--- config.mk ---
export PLATFORM = sky130hd
export DESIGN_NAME = clns_front
export DESIGN_NICKNAME = d
export VERILOG_FILES = /design/src/hw/rtl/clns_pkg.sv /design/src/hw/rtl/clns_front.sv
export VERILOG_INCLUDE_DIRS = /design/src /design/src/hw/rtl
export SDC_FILE = /design/constraint.sdc
export NUM_CORES = 2
export LEC_CHECK = 0
export BUFFER_PORTS_ARGS = -buffer_cell sky130_fd_sc_hd__buf_2
export CAP_MARGIN = 20
export CORE_MARGIN = 1
export CORE_UTILIZATION = 45
export CTS_CLUSTER_DIAMETER = 30
export DETAILED_ROUTE_END_ITERATION = 8
export GPL_TIMING_DRIVEN = 0
export PLACE_DENSITY = 0.65
export SYNTH_ARGS = -nofsm -noshare
export SYNTH_HDL_FRONTEND = slang
export SYNTH_SLANG_ARGS = --single-unit
export TNS_END_PERCENT = 5
--- constraint.sdc ---
create_clock -name clk_i -period 10.7 [get_ports clk_i]
set_clock_uncertainty 0.15 [all_clocks]
set_input_delay 0.535 -clock clk_i [delete_from_list [all_inputs] [get_ports clk_i]]
set_output_delay 0.535 -clock clk_i [all_outputs]
set_load 0.02 [all_outputs]
--- src/hw/rtl/cell_list_neighbor_search_macros.svh ---
// Assertion macros for the cell list neighbour search block.
// Used by the modules that carry checks; needs clk_i and rst_ni in scope.
`ifndef CELL_LIST_NEIGHBOR_SEARCH_MACROS_SVH
`define CELL_LIST_NEIGHBOR_SEARCH_MACROS_SVH
`ifndef SYNTHESIS
`define CLNS_ASSERT(lbl, prop, msg) \
  lbl: assert property (@(posedge clk_i) disable iff (!rst_ni) (prop)) else $error(msg);
`define CLNS_ASSERT_NEVER(lbl, cond, msg) \
  lbl: assert property (@(posedge clk_i) disable iff (!rst_ni) !(cond)) else $error(msg);
`else
`define CLNS_ASSERT(lbl, prop, msg)
`define CLNS_ASSERT_NEVER(lbl, cond, msg)
`endif
`endif

--- src/hw/rtl/clns_pkg.sv ---
// Shared types, constants and offset tables of the cell list neighbour search.
// No dependencies.
`timescale 1ns / 1ps
package clns_pkg;
  localparam int NPART_DEF  = 64;
  localparam int NCELLS_DEF = 4096;
  localparam int MAX_RES    = 64;
  localparam int COORD_W    = 32;
  localparam int CELLS_W    = 13;
  localparam int HS_W       = 34;
  localparam int CIDX_W     = 35;
  localparam int NXY_W      = 2 * CELLS_W;
  localparam logic [6:0] EMPTY_ID = 7'h7F;
  localparam logic [6:0] NONE_ID  = 7'd64;

  typedef enum logic [1:0] {
    FN_CLEAR  = 2'd0,
    FN_INSERT = 2'd1,
    FN_QUERY  = 2'd2,
    FN_SCAN   = 2'd3
  } func_e;

  typedef enum logic [2:0] {
    REG_DIMS  = 3'd0,
    REG_ORG_X = 3'd1,
    REG_ORG_Y = 3'd2,
    REG_ORG_Z = 3'd3,
    REG_INV   = 3'd4,
    REG_CX    = 3'd5,
    REG_CY    = 3'd6,
    REG_CZ    = 3'd7
  } reg_e;

  typedef struct packed {
    logic [1:0]                 dims;
    logic [2:0][COORD_W-1:0]    origin;
    logic [COORD_W-1:0]         inv;
    logic [2:0][CELLS_W-1:0]    cells;
    logic [NXY_W-1:0]           nxy;
  } cfg_t;

  typedef struct packed {
    func_e                      func;
    logic [5:0]                 pid;
    logic [2:0][HS_W-1:0]       hs;
  } cmd_t;

  typedef struct packed {
    logic [6:0] self_id;
    logic [5:0] nb;
    logic       found;
    logic       last;
    logic       status;
  } res_t;

  typedef struct packed {
    logic signed [1:0] x;
    logic signed [1:0] y;
    logic signed [1:0] z;
  } off_t;

  function automatic logic [1:0] act_dims(logic [1:0] d);
    return (d == 2'd0) ? 2'd1 : d;
  endfunction

  // half scan visiting order: centre, +x, y+1 row, z+1 plane
  function automatic off_t scan_off(logic [3:0] s);
    off_t o;
    case (s)
      4'd0:    o = '{2'sd0,  2'sd0,  2'sd0};
      4'd1:    o = '{2'sd1,  2'sd0,  2'sd0};
      4'd2:    o = '{-2'sd1, 2'sd1,  2'sd0};
      4'd3:    o = '{2'sd0,  2'sd1,  2'sd0};
      4'd4:    o = '{2'sd1,  2'sd1,  2'sd0};
      4'd5:    o = '{-2'sd1, -2'sd1, 2'sd1};
      4'd6:    o = '{2'sd0,  -2'sd1, 2'sd1};
      4'd7:    o = '{2'sd1,  -2'sd1, 2'sd1};
      4'd8:    o = '{-2'sd1, 2'sd0,  2'sd1};
      4'd9:    o = '{2'sd0,  2'sd0,  2'sd1};
      4'd10:   o = '{2'sd1,  2'sd0,  2'sd1};
      4'd11:   o = '{-2'sd1, 2'sd1,  2'sd1};
      4'd12:   o = '{2'sd0,  2'sd1,  2'sd1};
      4'd13:   o = '{2'sd1,  2'sd1,  2'sd1};
      default: o = '{2'sd0,  2'sd0,  2'sd0};
    endcase
    return o;
  endfunction

  function automatic logic [3:0] scan_last(logic [1:0] ad);
    logic [3:0] r;
    case (ad)
      2'd1:    r = 4'd1;
      2'd2:    r = 4'd4;
      default: r = 4'd13;
    endcase
    return r;
  endfunction
endpackage

--- src/hw/rtl/clns_front.sv ---
// Front part: takes input words and works out the cell index of each axis.
// Depends on clns_pkg and the assertion macro header.
`timescale 1ns / 1ps
`include "cell_list_neighbor_search_macros.svh"
module clns_front (
  input  logic           clk_i,
  input  logic           rst_ni,
  input  clns_pkg::cfg_t cfg_i,
  input  logic           hold_i,
  input  logic           in_valid_i,
  output logic           in_ready_o,
  input  logic [1:0]     func_i,
  input  logic [5:0]     particle_id_i,
  input  logic [31:0]    coord_x_i,
  input  logic [31:0]    coord_y_i,
  input  logic [31:0]    coord_z_i,
  output logic           cmd_valid_o,
  input  logic           cmd_ready_i,
  output clns_pkg::cmd_t cmd_o
);
  import clns_pkg::*;

  typedef enum logic [3:0] {
    F_IDLE = 4'b0001,
    F_MUL  = 4'b0010,
    F_IDX  = 4'b0100,
    F_PUSH = 4'b1000
  } fstate_e;

  fstate_e                 state_q;
  func_e                   func_q;
  logic [5:0]              pid_q;
  logic [COORD_W-1:0]      crd_q [3];
  logic [1:0]              axis_q;
  logic [64:0]             prod_q;
  logic                    neg_q;
  logic [2:0][HS_W-1:0]    hs_q;

  logic signed [32:0] diff;
  logic [32:0]        mag;
  logic [64:0]        prod_d;
  logic [65:0]        rnd;
  logic [64:0]        sub;
  logic [HS_W-1:0]    idx;
  logic               active;

  always_comb begin
    diff   = $signed({crd_q[axis_q][31], crd_q[axis_q]})
           - $signed({cfg_i.origin[axis_q][31], cfg_i.origin[axis_q]});
    mag    = diff[32] ? 33'(-diff) : 33'(diff);
    prod_d = 65'(mag) * 65'(cfg_i.inv);
    rnd    = 66'(prod_q) + 66'h0_8000_0000;
    sub    = prod_q - 65'h0_8000_0000;
    if (!neg_q) begin
      idx = rnd[65:32];
    end else if (prod_q <= 65'h0_8000_0000) begin
      idx = '0;
    end else begin
      idx = HS_W'(-$signed({1'b0, sub[64:32]}));
    end
    active = axis_q < act_dims(cfg_i.dims);
  end

  assign in_ready_o  = (state_q == F_IDLE) && !hold_i;
  assign cmd_valid_o = (state_q == F_PUSH);
  assign cmd_o       = '{func: func_q, pid: pid_q, hs: hs_q};

  always_ff @(posedge clk_i or negedge rst_ni) begin
    if (!rst_ni) begin
      state_q <= F_IDLE;
      axis_q  <= 2'd0;
    end else begin
      case (state_q)
        F_IDLE: begin
          if (in_valid_i && in_ready_o) begin
            func_q   <= func_e'(func_i);
            pid_q    <= particle_id_i;
            crd_q[0] <= coord_x_i;
            crd_q[1] <= coord_y_i;
            crd_q[2] <= coord_z_i;
            axis_q   <= 2'd0;
            state_q  <= F_MUL;
          end
        end
        F_MUL: begin
          prod_q  <= prod_d;
          neg_q   <= diff[32];
          state_q <= F_IDX;
        end
        F_IDX: begin
          hs_q[axis_q] <= active ? idx : '0;
          if (axis_q == 2'd2) begin
            state_q <= F_PUSH;
          end else begin
            axis_q  <= axis_q + 2'd1;
            state_q <= F_MUL;
          end
        end
        F_PUSH: begin
          if (cmd_ready_i) begin
            state_q <= F_IDLE;
          end
        end
        default: state_q <= F_IDLE;
      endcase
    end
  end

  `CLNS_ASSERT(a_axis_rng, state_q != F_IDLE |-> axis_q != 2'd3, "axis counter out of range")
  `CLNS_ASSERT(a_push_after_z, $rose(cmd_valid_o) |-> $past(axis_q) == 2'd2,
               "command pushed before all axes done")
  `CLNS_ASSERT(a_idle_take, in_valid_i && in_ready_o |=> state_q == F_MUL,
               "accepted word did not start the multiply")
endmodule

==> results.py <==
metrics = {
    "run_status": {
        "outcome": "finished, violations left",
        "violations": "DRC, setup timing",
    },
    "clock_tree": {
        "cts-htree-levels": 2,
        "cts_buffers": 41,
        "clock_path_buffers": 3,
        "cts.reportedPaths.clkPinSlew_ns": 0.06,
        "clock_latency_ns": 0.56,
        "cts_tree": "yes",
        "root_buffer": "clkbuf_16",
        "cts.sink_count": 278,
    },
    "timing": {
        "setup_viol": 42,
        "max_freq_mhz": 83.2,
        "worstMarginPinSlew_ns": 1.31,
        "rsz0062_at_grt": "true",
        "setup_ws_ns": -1.33,
        "drv_slew": 0,
        "finalCritPeriodShare": 1.12,
        "finalCriticalPeriod_ns": 12.03,
        "finalHoldViolCount": 0,
        "slew_headroom": 0.128,
    },
    "worst_hold_path": {
        "hold_class": "in -> reg",
    },
    "grt": {
        "antenna_found_initial": 21,
        "track_usage": 0.327,
        "met2_usage": 0.498,
        "grt_pass1_wl_mm": 268,
        "use_met3": 0.101,
        "gr-max-usage-layer": "met2",
        "grtUsageMet1": 0.406,
        "overflow": 0,
        "grt_pass1_vias": 42300,
        "grt_max_degree": 76,
    },
    "yosys": {
        "yosysTopAreaCell": "fa_1",
        "ys.flop_type": "edfxtp_1",
        "syn-num-nets": 6833,
        "ys_seq_area_frac": 0.166,
        "yosysWarnings": 0,
        "synthCells": 5298,
        "ys_seq_elements": 278,
        "syn_area_per_cell_um2": 9.45,
        "synth_cell_types": 93,
        "synth_top_cells_by_area": "fa_1 (37%), edfxtp_1 (16%), inv_1 (7.8%)",
        "synth_top_area_share": 0.371,
        "synth_edf_count": 272,
        "syn_area_mm2": 0.0501,
        "async_reset_ff_frac": 0.0216,
    },
    "critical_path": {
        "cp-startpoint": "axis_q[0]$_DFFE_PN0P_",
        "crit_family": "adder cells",
        "crit_top_cell": "fa_1",
        "crit_path_max_fanout": 11,
        "required_ns": 10.93,
        "startpoint_type": "flop",
        "cp-end-kind": "flop",
        "rr_worst_depth": 46,
        "rr_startpoint": "axis_q[0]$_DFFE_PN0P_",
        "r2r_end": "prod_q[63]$_DFFE_PP_",
        "crit_path_end": "prod_q[63]$_DFFE_PP_",
        "criticalPathCategory": "reg -> reg",
        "slowest_delay_ns": 0.60,
        "worst-path-buf-inv": 14,
        "crit_slowest_cell": "fa_1",
        "path_depth": 46,
        "reg2reg_setup_slack_ns": -1.33,
        "arrival_ns": 12.26,
    },
    "final_layout": {
        "fillCellCount": 9935,
        "mostFrequentLayoutCell": "inv_1",
        "register_area_mm2": 0.00832,
        "multiInputGateArea_mm2": 0.0385,
        "final_cell_mix": "inv_1 (1029), fa_1 (898), nand2_1 (651)",
        "fin_util": 0.543,
        "drive_gt1_frac": 0.173,
        "fin_nets": 7463,
        "area_delta_synth_final_pct": 20.0,
    },
    "detailed_routing": {
        "wl_per_cell_um": 24.6,
        "drt_iter0_drc": 3729,
        "drt-pass1-iter-count": 8,
        "wl_mm": 184,
        "via_count": 41600,
        "postRouteAntennaNets": 0,
        "viasPerCell": 5.57,
        "drc_errors": 3,
    },
    "floorplanning": {
        "die_height_um": 336,
        "rows": 122,
        "ioPinCount": 416,
        "dieArea_mm2": 0.113,
        "floorplan.initialDensity": 0.453,
        "coreArea_mm2": 0.111,
        "die_x_um": 336,
    },
    "run": {
        "drv_cap": 0,
    },
    "place": {
        "port_buffers": 350,
        "place_hpwl_mm": 145,
        "place_congestion": 1.08,
    },
}
[final cells by class]
| type | instances | share of cell area |
|---|---|---|
| tap | 1488 | 0.0310 |
| sequential | 278 | 0.139 |
| multi-input combinational | 3689 | 0.641 |
| clock buffer | 44 | 0.0173 |
| buffer | 280 | 0.0319 |
| antenna | 23 | 0.000958 |
| timing repair buffer | 599 | 0.0688 |
| inverter | 1039 | 0.0649 |
| clock inverter | 32 | 0.00544 |
[per-stage QoR]
| step | std cells | hold slack, ns | worst slack (ns) | instance area, um2 | TNS (ns) |
|---|---|---|---|---|---|
| 3_5_place_dp | 7145 | 0.265 | -3.57 | 54000 | -122.57 |
| 6_report | 7472 | 0.0252 | -1.33 | 60100 | -31.61 |
| 5_1_grt | 7451 | 0.0145 | -1.55 | 60000 | -47.70 |
| 3_3_place_gp | 7136 | 0.256 | -4.03 | 53900 | -147.67 |
| 4_1_cts | 7410 | 0.00845 | -1.22 | 59000 | -25.49 |
| 2_1_floorplan | 5298 | 0.0894 | 0.0187 | 50300 | 0 |
[registers in the layout, indices dropped and copies added, names as in the netlist]
| name | cells |
|---|---|
| axis_q | 2 |
| cmd_o | 102 |
| crd_q | 96 |
| func_q | 2 |
| neg_q | 1 |
| pid_q | 6 |
| prod_q | 65 |
| state_q | 4 |
[synth_stat cells (25+ instances only)]
cell,n
nand2_1,655
edfxtp_1,272
o21ai_0,112
xor2_1,52
a21o_1,35
nor3_1,34
buf_2,47
nand3_1,63
nor2b_1,85
fa_1,927
nor4_1,25
xnor2_1,115
and2_1,442
inv_1,1039
clkbuf_1,236
a21oi_1,170
nor2_1,165
nand4_1,37
ha_1,304
nand2b_1,39
mux2i_1,69
[timing repair]
action / in CTS / in global routing
pin swaps: 114 / 87
endpoints found under the setup margin: 55 / 51
hold buffers: 98 / 0
cloned: 1 / 0
buffers inserted: 101 / 39
resized for setup: 434 / 164
endpoints found under the hold margin: 103 / 0
[how the worst min path moves through the flow]
stage / slack (ns) / start / cells after the start / end
after floorplan: 0.09 / rst_ni / 0 / axis_q[0]$_DFFE_PN0P_
after CTS: 0.008 / coord_z_i[5] / 1 / crd_q[2][5]$_DFFE_PP_
after global routing: 0.01 / particle_id_i[3] / 1 / pid_q[3]$_DFFE_PP_
final: 0.03 / coord_z_i[5] / 1 / crd_q[2][5]$_DFFE_PP_
after detailed placement: 0.26 / rst_ni / 1 / state_q[2]$_DFFE_PN0P_
after global placement: 0.26 / rst_ni / 1 / state_q[2]$_DFFE_PN0P_
[logic make-up (layout without fill, tap and decap cells)]
family | count (synthesis) | count (layout) | synth area share
fa+ha+maj | 1231 | 1231 | 0.447
flops | 278 | 278 | 0.166
other cells | 0 | 23 | 0
mux | 71 | 71 | 0.0142
xor+xnor | 172 | 172 | 0.0308
buf+inv | 1331 | 1994 | 0.101
simple gates | 1656 | 1656 | 0.167
compound gates | 559 | 559 | 0.0732
[metal layers]
| metal | wire (um) | up-vias |
|---|---|---|
| li1 | - | 17800 |
| met1 | 67200 | 20900 |
| met2 | 81100 | 2319 |
| met3 | 21900 | 600 |
| met4 | 13800 | 18 |
| met5 | 129 | - |
Power is left out: the tool's default activity adds up to more than one toggle a clock period on the data nets, which glitch-free logic cannot reach.
