==> config.mk <==
export PLATFORM = sky130hd
export DESIGN_NAME = clns_cmd_fifo
export DESIGN_NICKNAME = d
export VERILOG_FILES = /design/src/hw/rtl/clns_pkg.sv /design/src/hw/rtl/clns_cmd_fifo.sv
export VERILOG_INCLUDE_DIRS = /design/src /design/src/hw/rtl
export SDC_FILE = /design/constraint.sdc
export NUM_CORES = 1
export LEC_CHECK = 0
export BUFFER_PORTS_ARGS = -buffer_cell sky130_fd_sc_hd__buf_4
export CAP_MARGIN = 10
export CORE_MARGIN = 2
export CORE_UTILIZATION = 30
export CTS_CLUSTER_DIAMETER = 50
export CTS_CLUSTER_SIZE = 12
export DETAILED_ROUTE_END_ITERATION = 8
export SETUP_SLACK_MARGIN = 0.5
export SLEW_MARGIN = 30
export SYNTH_ARGS = -nofsm -noshare
export SYNTH_HDL_FRONTEND = slang
export SYNTH_SLANG_ARGS = --single-unit
==> constraint.sdc <==
create_clock -name clk_i -period 9.4 [get_ports clk_i]
set_clock_uncertainty 0.05 [all_clocks]
set_input_delay 1.88 -clock clk_i [delete_from_list [all_inputs] [get_ports clk_i]]
set_output_delay 1.88 -clock clk_i [all_outputs]
set_load 0.01 [all_outputs]
==> src/hw/rtl/cell_list_neighbor_search_macros.svh <==
// Assertion macros for the cell list neighbour search block.
// Used by the modules that carry checks; needs clk_i and rst_ni in scope.
`ifndef CELL_LIST_NEIGHBOR_SEARCH_MACROS_SVH
`define CELL_LIST_NEIGHBOR_SEARCH_MACROS_SVH
`ifndef SYNTHESIS
`define CLNS_ASSERT(lbl, prop, msg) \
  lbl: assert property (@(posedge clk_i) disable iff (!rst_ni) (prop)) else $error(msg);
`define CLNS_ASSERT_NEVER(lbl, cond, msg) \
  lbl: assert property (@(posedge clk_i) disable iff (!rst_ni) !(cond)) else $error(msg);
`else
`define CLNS_ASSERT(lbl, prop, msg)
`define CLNS_ASSERT_NEVER(lbl, cond, msg)
`endif
`endif

==> src/hw/rtl/clns_pkg.sv <==
// Shared types, constants and offset tables of the cell list neighbour search.
// No dependencies.
`timescale 1ns / 1ps
package clns_pkg;
  localparam int NPART_DEF  = 64;
  localparam int NCELLS_DEF = 4096;
  localparam int MAX_RES    = 64;
  localparam int COORD_W    = 32;
  localparam int CELLS_W    = 13;
  localparam int HS_W       = 34;
  localparam int CIDX_W     = 35;
  localparam int NXY_W      = 2 * CELLS_W;
  localparam logic [6:0] EMPTY_ID = 7'h7F;
  localparam logic [6:0] NONE_ID  = 7'd64;

  typedef enum logic [1:0] {
    FN_CLEAR  = 2'd0,
    FN_INSERT = 2'd1,
    FN_QUERY  = 2'd2,
    FN_SCAN   = 2'd3
  } func_e;

  typedef enum logic [2:0] {
    REG_DIMS  = 3'd0,
    REG_ORG_X = 3'd1,
    REG_ORG_Y = 3'd2,
    REG_ORG_Z = 3'd3,
    REG_INV   = 3'd4,
    REG_CX    = 3'd5,
    REG_CY    = 3'd6,
    REG_CZ    = 3'd7
  } reg_e;

  typedef struct packed {
    logic [1:0]                 dims;
    logic [2:0][COORD_W-1:0]    origin;
    logic [COORD_W-1:0]         inv;
    logic [2:0][CELLS_W-1:0]    cells;
    logic [NXY_W-1:0]           nxy;
  } cfg_t;

  typedef struct packed {
    func_e                      func;
    logic [5:0]                 pid;
    logic [2:0][HS_W-1:0]       hs;
  } cmd_t;

  typedef struct packed {
    logic [6:0] self_id;
    logic [5:0] nb;
    logic       found;
    logic       last;
    logic       status;
  } res_t;

  typedef struct packed {
    logic signed [1:0] x;
    logic signed [1:0] y;
    logic signed [1:0] z;
  } off_t;

  function automatic logic [1:0] act_dims(logic [1:0] d);
    return (d == 2'd0) ? 2'd1 : d;
  endfunction

  // half scan visiting order: centre, +x, y+1 row, z+1 plane
  function automatic off_t scan_off(logic [3:0] s);
    off_t o;
    case (s)
      4'd0:    o = '{2'sd0,  2'sd0,  2'sd0};
      4'd1:    o = '{2'sd1,  2'sd0,  2'sd0};
      4'd2:    o = '{-2'sd1, 2'sd1,  2'sd0};
      4'd3:    o = '{2'sd0,  2'sd1,  2'sd0};
      4'd4:    o = '{2'sd1,  2'sd1,  2'sd0};
      4'd5:    o = '{-2'sd1, -2'sd1, 2'sd1};
      4'd6:    o = '{2'sd0,  -2'sd1, 2'sd1};
      4'd7:    o = '{2'sd1,  -2'sd1, 2'sd1};
      4'd8:    o = '{-2'sd1, 2'sd0,  2'sd1};
      4'd9:    o = '{2'sd0,  2'sd0,  2'sd1};
      4'd10:   o = '{2'sd1,  2'sd0,  2'sd1};
      4'd11:   o = '{-2'sd1, 2'sd1,  2'sd1};
      4'd12:   o = '{2'sd0,  2'sd1,  2'sd1};
      4'd13:   o = '{2'sd1,  2'sd1,  2'sd1};
      default: o = '{2'sd0,  2'sd0,  2'sd0};
    endcase
    return o;
  endfunction

  function automatic logic [3:0] scan_last(logic [1:0] ad);
    logic [3:0] r;
    case (ad)
      2'd1:    r = 4'd1;
      2'd2:    r = 4'd4;
      default: r = 4'd13;
    endcase
    return r;
  endfunction
endpackage

==> src/hw/rtl/clns_cmd_fifo.sv <==
// Two-entry command queue between the front and back parts.
// Depends on clns_pkg and the assertion macro header.
`timescale 1ns / 1ps
`include "cell_list_neighbor_search_macros.svh"
module clns_cmd_fifo (
  input  logic          clk_i,
  input  logic          rst_ni,
  input  logic          wr_valid_i,
  output logic          wr_ready_o,
  input  clns_pkg::cmd_t wr_data_i,
  output logic          rd_valid_o,
  input  logic          rd_ready_i,
  output clns_pkg::cmd_t rd_data_o
);
  import clns_pkg::*;

  cmd_t       mem_q [2];
  logic       wp_q, rp_q;
  logic [1:0] cnt_q;
  logic       push, pop;

  assign wr_ready_o = (cnt_q != 2'd2);
  assign rd_valid_o = (cnt_q != 2'd0);
  assign push       = wr_valid_i && wr_ready_o;
  assign pop        = rd_valid_o && rd_ready_i;
  assign rd_data_o  = mem_q[rp_q];

  always_ff @(posedge clk_i or negedge rst_ni) begin
    if (!rst_ni) begin
      wp_q  <= 1'b0;
      rp_q  <= 1'b0;
      cnt_q <= 2'd0;
    end else begin
      if (push) begin
        mem_q[wp_q] <= wr_data_i;
        wp_q        <= ~wp_q;
      end
      if (pop) begin
        rp_q <= ~rp_q;
      end
      cnt_q <= cnt_q + 2'(push) - 2'(pop);
    end
  end

  `CLNS_ASSERT(a_fifo_cnt, cnt_q <= 2'd2, "queue count past depth")
  `CLNS_ASSERT(a_fifo_ptr, (cnt_q == 2'd0 || cnt_q == 2'd2) |-> wp_q == rp_q,
               "queue pointers disagree with count")
  `CLNS_ASSERT(a_fifo_one, cnt_q == 2'd1 |-> wp_q != rp_q, "queue pointers equal at one word")
endmodule

==> results of run 1 <==
==> layout make-up <==
class | count | area, µm² | share of cell area [%]
inverters | 1 | 3.75 | 0.0339
multi-input cells | 122 | 1350 | 12.2
diodes | 1 | 2.50 | 0.0226
flip-flops and latches | 224 | 6710 | 60.5
well taps | 341 | 427 | 3.85
clock inverters | 10 | 163 | 1.47
repair buffers | 229 | 1720 | 15.5
clock buffers | 33 | 708 | 6.39
==> flip-flops by register name, summed over array words and instances, names as in the netlist <==
signal and flops:
mem_q 220, cnt_q 2, rp_q 1, wp_q 1
==> final timing paths <==
kind / to / slack, ns
worst min register to register: cnt_q[0] / 0.48
min in group asynchronous: cnt_q[0] / 1.12
worst max-delay path: rd_data_o[104] / 4.63
worst max register to register: mem_q[1][101] / 7.08
max in group asynchronous: rp_q / 8.05
worst min-delay path: cnt_q[0] / 0.48
==> per-layer routing <==
metal,up-vias,wire (µm),track usage (%)
li1,1920,-,-
met1,2055,6580,13.0
met2,162,8080,19.0
met3,27,1470,3.88
met4,0,320,3.34
met5,-,0,0
==> report_power, final <==
group | switching, µW | internal, µW | total [µW] | leakage [µW]
combinational | 378 | 451 | 829 | 0.00159
sequential | 68.0 | 1250 | 1310 | 0.00206
clock | 370 | 639 | 1010 | 0.000420
==> per-stage QoR <==
stage / total power, µW / utilization (%) / area (µm²)
4_1_cts: 3210 / 41.2 / 11100
6_report: 3150 / 41.3 / 11100
2_1_floorplan: 1820 / - / 8180
5_1_grt: 3290 / 41.2 / 11100
3_3_place_gp: 2160 / 38.0 / 10200
3_5_place_dp: 2180 / 38.0 / 10200
==> Yosys cell counts (all sizes together) <==
cell type | instances | area [µm²]
edfxtp | 220 | 6610
mux2 | 110 | 1240
buf | 12 | 123
dfrtp | 4 | 100
xnor2 | 3 | 26.3
ha | 2 | 25.0
and2 | 1 | 6.26
and4 | 1 | 8.76
inv | 1 | 3.75
nand2 | 1 | 3.75
nand2b | 1 | 6.26
nor3b | 1 | 7.51
or2 | 1 | 6.26
xor2 | 1 | 8.76
==> kinds of logic (layout without fill, tap and decap cells) <==
kind of cell | after synthesis | in the layout | synth area share (%)
flip-flops | 224 | 224 | 82.1
multiplexers | 110 | 110 | 15.2
AND/OR/NAND/NOR | 6 | 6 | 0.475
buffers and inverters | 13 | 273 | 1.55
XOR/XNOR | 4 | 4 | 0.429
adder cells (fa/ha/maj) | 2 | 2 | 0.306
other | 0 | 1 | 0
==> summary.txt, run 1 <==
Job
  – Max-cap check violation count: 0

Timing
  – Fin. Hold Viols: 0
  – Final hold slack: 0.476 ns
  – Fmax: 210 MHz
  – Fin crit share: 50.7%
  – RSZ-0062 raised after global routing: false
  – Final setup fails: 0
  – Slew margin rel.: 39.4%
  – Final setup margin: 4.63 ns
  – Final Slew Violations: 0
  – Fin crit period: 4.77 ns
  – TNS Setup: 0 ns
  – Worst-Margin Slew: 0.909 ns

Floorplan
  – Die extent in x: around 170 µm
  – Initial core utilization: between 30% and 40%
  – Die Span Y: ~170 µm
  – Core ar.: ~27000 µm²
  – Core Rows: 60
  – Die area: between 20000 and 30000 µm²
  – IO Pins: approximately 230

Synthesis
  – Synth cell types: 15
  – Synth Net Count: 475
  – Avg Inst Size Synth: between 20 and 25 µm²
  – Post-synthesis cell area: 8170 µm²
  – Mapped Cells: between 300 and 400
  – Synthesis warning total: 0
  – Post-synthesis sequential area ratio: 82.1%
  – Synthesized flop and latch total: 224

Clock tree
  – CTS resizes: 0
  – Clock buffer count from CTS: 26
  – Clock transition at path regs: about 0.060 ns
  – Clk_lat worst skew: 0.50 ns
  – H-tree depth: 1
  – Clock Sinks: 224
  – Max Root-Sink Buffers: 3
  – TritonCTS clock tree: yes
  – Postcts setup bufs: 0
  – Hold buffer count at cts: 0
  – Root buffer cell: clkbuf_16

GRT
  – Pin count of the biggest net entering global routing: slightly above 70
  – First-pass GRT wire length: 24400 µm
  – Vias in the first global route: ~4.5k
  – GR Overflow Total: 0
  – Initial antenna violation count: 0
  – Gr usage total: 11.0%

Min path
  – Hold_sp: cnt_q[0]
  – Hold-critical path depth: 1
  – Worst min path class: flip-flop to flip-flop

Setup path
  – Slowest-stage cell, CP: dfrtp_4
  – Worst setup EP type: output port
  – CP top delay family: buffers and inverters
  – CP max FO: between 60 and 70
  – Top cell by count, worst path: buf_4
  – CP Cell Sequence: buf_4 > mux2_2 > buf_4
  – Critical path class: flip-flop to output port
  – Critical path depth: 3
  – Data required, critical path: 7.47 ns
  – CP Buf/Inv Count: 2
  – Critical Path Start: rp_q
  – FF-to-FF Start: cnt_q[1]
  – CP Launch Type: flip-flop
  – Critical Path AT: ~2.8 ns
  – Largest stage delay on the critical path: 0.82 ns
  – Worst Reg2Reg Path Length in Cells: 3

Routing
  – Antenna viol nets, final: 0
  – Initial drt markers: 242
  – Vias per cell: 4.33
  – Post-Route WL: 16400 µm
  – Via count: approximately 4.2k
  – Avg WL per Cell: about 17 µm
  – Post-route DRC violation count: 0
  – DR pass1 iterations: 4

Layout
  – Fillers: roughly 2.4k
  – Commonest non-fill, non-tap cell in the layout: buf_4
  – Layout cells sized above 1: 61.6%
  – Final net count: roughly 700
  – Most frequent cells in the layout: buf_4 (228), edfxtp_1 (220), mux2_2 (110)
  – Finished Layout Cells: 961
  – Syn-to-layout area delta: 35.7%

Outcome
  – Status: finished, final reports clean

Placed design
  – Gpl congestion: 0.689
  – Dpl ws: 5.13 ns
  – Port Buffers: roughly 230
  – # placed instances: 917
  – Estimated wirelength of the detail-placed design: 10800 µm

Power and ir drop
  – P per Cell Area: 284 nW/µm²
  – Leakage: 0.00406 µW
  – IR drop worst, VDD: 0.167 mV
No activity file was read; power rests on OpenSTA's default activity.
==> run 2: changes to the inputs <==
clock period = 4.68 ns   (was 9.4 ns; I/O delays follow)
==> summary.txt, run 2 (synthesis gave the netlist of run 1 again) <==
Outcome
  – Status: finished, final reports clean

Floorplan
  – Initial core utilization: 30.4% (unchanged)
  – Core ar.: 26900 µm² (unchanged)
  – Die extent in x: 169 µm (unchanged)
  – Core Rows: 60 (unchanged)
  – Die area: 28600 µm² (unchanged)
  – IO Pins: 226 (unchanged)
  – Die Span Y: 169 µm (unchanged)

Clock tree
  – Hold buffer count at cts: 0 (unchanged)
  – Clock buffer count from CTS: 26 (unchanged)
  – Max Root-Sink Buffers: 3 (unchanged)
  – Postcts setup bufs: 0 (unchanged)
  – TritonCTS clock tree: yes
  – Root buffer cell: clkbuf_16
  – Clock transition at path regs: 0.06 ns (about the same)
  – Clock Sinks: 224 (unchanged)
  – H-tree depth: 1 (unchanged)
  – CTS resizes: 0 (unchanged)
  – Clk_lat worst skew: 0.51 ns (about the same)

GRT
  – Gr usage total: 11.0% (-0.014 points)
  – GR Overflow Total: 0 (unchanged)
  – Initial antenna violation count: 0 (unchanged)
  – Vias in the first global route: 4636 (+2.1%)
  – Pin count of the biggest net entering global routing: 60 (-17%)
  – First-pass GRT wire length: 24800 µm (+1.5%)

Routing
  – Avg WL per Cell: 17.1 µm (-0.23%)
  – Antenna viol nets, final: 0 (unchanged)
  – Post-route DRC violation count: 0 (unchanged)
  – DR pass1 iterations: 4 (unchanged)
  – Via count: 4203 (+0.94%)
  – Vias per cell: 4.36 (+0.73%)
  – Initial drt markers: 206 (-15%)
  – Post-Route WL: 16400 µm (about the same)

Layout
  – Commonest non-fill, non-tap cell in the layout: buf_4
  – Most frequent cells in the layout: buf_4 (227), edfxtp_1 (220), mux2_2 (110)
  – Fillers: 2415 (+0.88%)
  – Largest register FFs: 220 (unchanged)
  – Largest Register: mem_q
  – Finished Layout Cells: 963 (+0.21%)
  – Diodes inserted: 0 (-1)
  – Layout cells sized above 1: 61.4% (-0.14 points)
  – Registers with the most flip-flops: mem_q x220, cnt_q x2
  – Syn-to-layout area delta: 35.4%
  – Final net count: 720 (unchanged)

Placed design
  – Estimated wirelength of the detail-placed design: 10400 µm (-3.8%)
  – Dpl ws: 1.74 ns (-3.38 ns)
  – Gpl congestion: 0.737 (+6.9%)
  – # placed instances: 917 (unchanged)
  – Port Buffers: 225 (unchanged)

Timing
  – Fmax: 292 MHz
  – Final Slew Violations: 0 (unchanged)
  – TNS Setup: 0 ns (unchanged)
  – Fin crit period: 3.43 ns
  – Worst-Margin Slew: 0.821 ns (-0.0880 ns)
  – RSZ-0062 raised after global routing: false
  – Final hold slack: 0.166 ns (-0.310 ns)
  – Slew margin rel.: 45.3% (+5.9 points)
  – Final setup margin: 1.25 ns (-3.38 ns)
  – Final setup fails: 0 (unchanged)
  – Fin crit share: 73.2%
  – Fin. Hold Viols: 0 (unchanged)

Job
  – Max-cap check violation count: 0 (unchanged)

Setup path
  – Critical Path Start: rp_q
  – FF-to-FF Start: cnt_q[0]
  – Worst setup EP type: output port
  – Critical path class: flip-flop to output port
  – CP Buf/Inv Count: 2 (unchanged)
  – CP top delay family: flip-flops
  – Critical Path AT: 2.44 ns (-0.40 ns)
  – CP Cell Sequence: buf_12 > mux2_2 > buf_4
  – CP max FO: 59 (-11%)
  – Critical path depth: 3 (unchanged)
  – Largest stage delay on the critical path: 0.92 ns (+0.10 ns)
  – Worst Reg2Reg Path Length in Cells: 3 (unchanged)
  – Worst R2R Setup Slack: 2.32 ns (-4.76 ns)
  – Slowest-stage cell, CP: dfrtp_4
  – Data required, critical path: 3.69 ns (-3.78 ns)
  – CP Launch Type: flip-flop

Power and ir drop
  – P per Cell Area: 562 nW/µm² (+98%)
  – Leakage: 0.00404 µW (-0.43%)
  – IR drop worst, VDD: 0.345 mV (+110%)

Min path
  – Worst min path class: input port to async pin
run 2: cell types whose count changed in the layout (fill, tap and decap cells not counted), sizes merged:
cell    before  now
bufinv       4    1
clkbuf      33   35
clkinv       2    7
diode        1    0
inv          3    2
run 2: worst reg2reg max path: cells and delay by family, from the launching register on:
kind | cells | cell delay [ns]
buffers and inverters | 1 | 0.43
flip-flops | 1 | 0.37
AND/OR/NAND/NOR | 2 | 1.07
run 2: metal layers:
| layer | vias up | track usage [%] | part of all wire [%] |
|---|---|---|---|
| met5 | - | 0 | 0 |
| met4 | 0 | 3.90 | 3.3 |
| met3 | 29 | 3.93 | 7.8 |
| met2 | 158 | 19.8 | 52 |
| met1 | 2092 | 11.9 | 37 |
| li1 | 1924 | - | - |
run 2: where the power goes:
| part | internal (µW) | switching (µW) |
|---|---|---|
| combinational | 923 | 751 |
| sequential | 2500 | 153 |
| clock | 1130 | 760 |
run 2: through the flow:
| step | area [µm²] | util, % | total power, µW |
|---|---|---|---|
| after floorplan | 8200 | - | 3650 |
| final | 11100 | 41.2 | 6210 |
| after detailed placement | 10300 | 38.1 | 4410 |
| after global placement | 10300 | 38.1 | 4370 |
| after global routing | 11100 | 41.2 | 6510 |
| after CTS | 11100 | 41.2 | 6340 |
run 2: area by class of cell:
type	instances	area, µm²	share of cell area (%)
multi-input combinational	122	1370	12.4
inverter	1	3.75	0.0339
clock inverter	11	95.1	0.860
sequential	224	6710	60.7
clock buffer	35	716	6.47
tap	341	427	3.86
timing repair buffer	229	1740	15.8
run 2: final timing paths:
check | endpoint
setup / recovery | rd_data_o[94]
hold / removal | wp_q
setup reg to reg | mem_q[1][100]
hold reg to reg | cnt_q[1]
max in group asynchronous | rp_q
min in group clk_i | cnt_q[1]
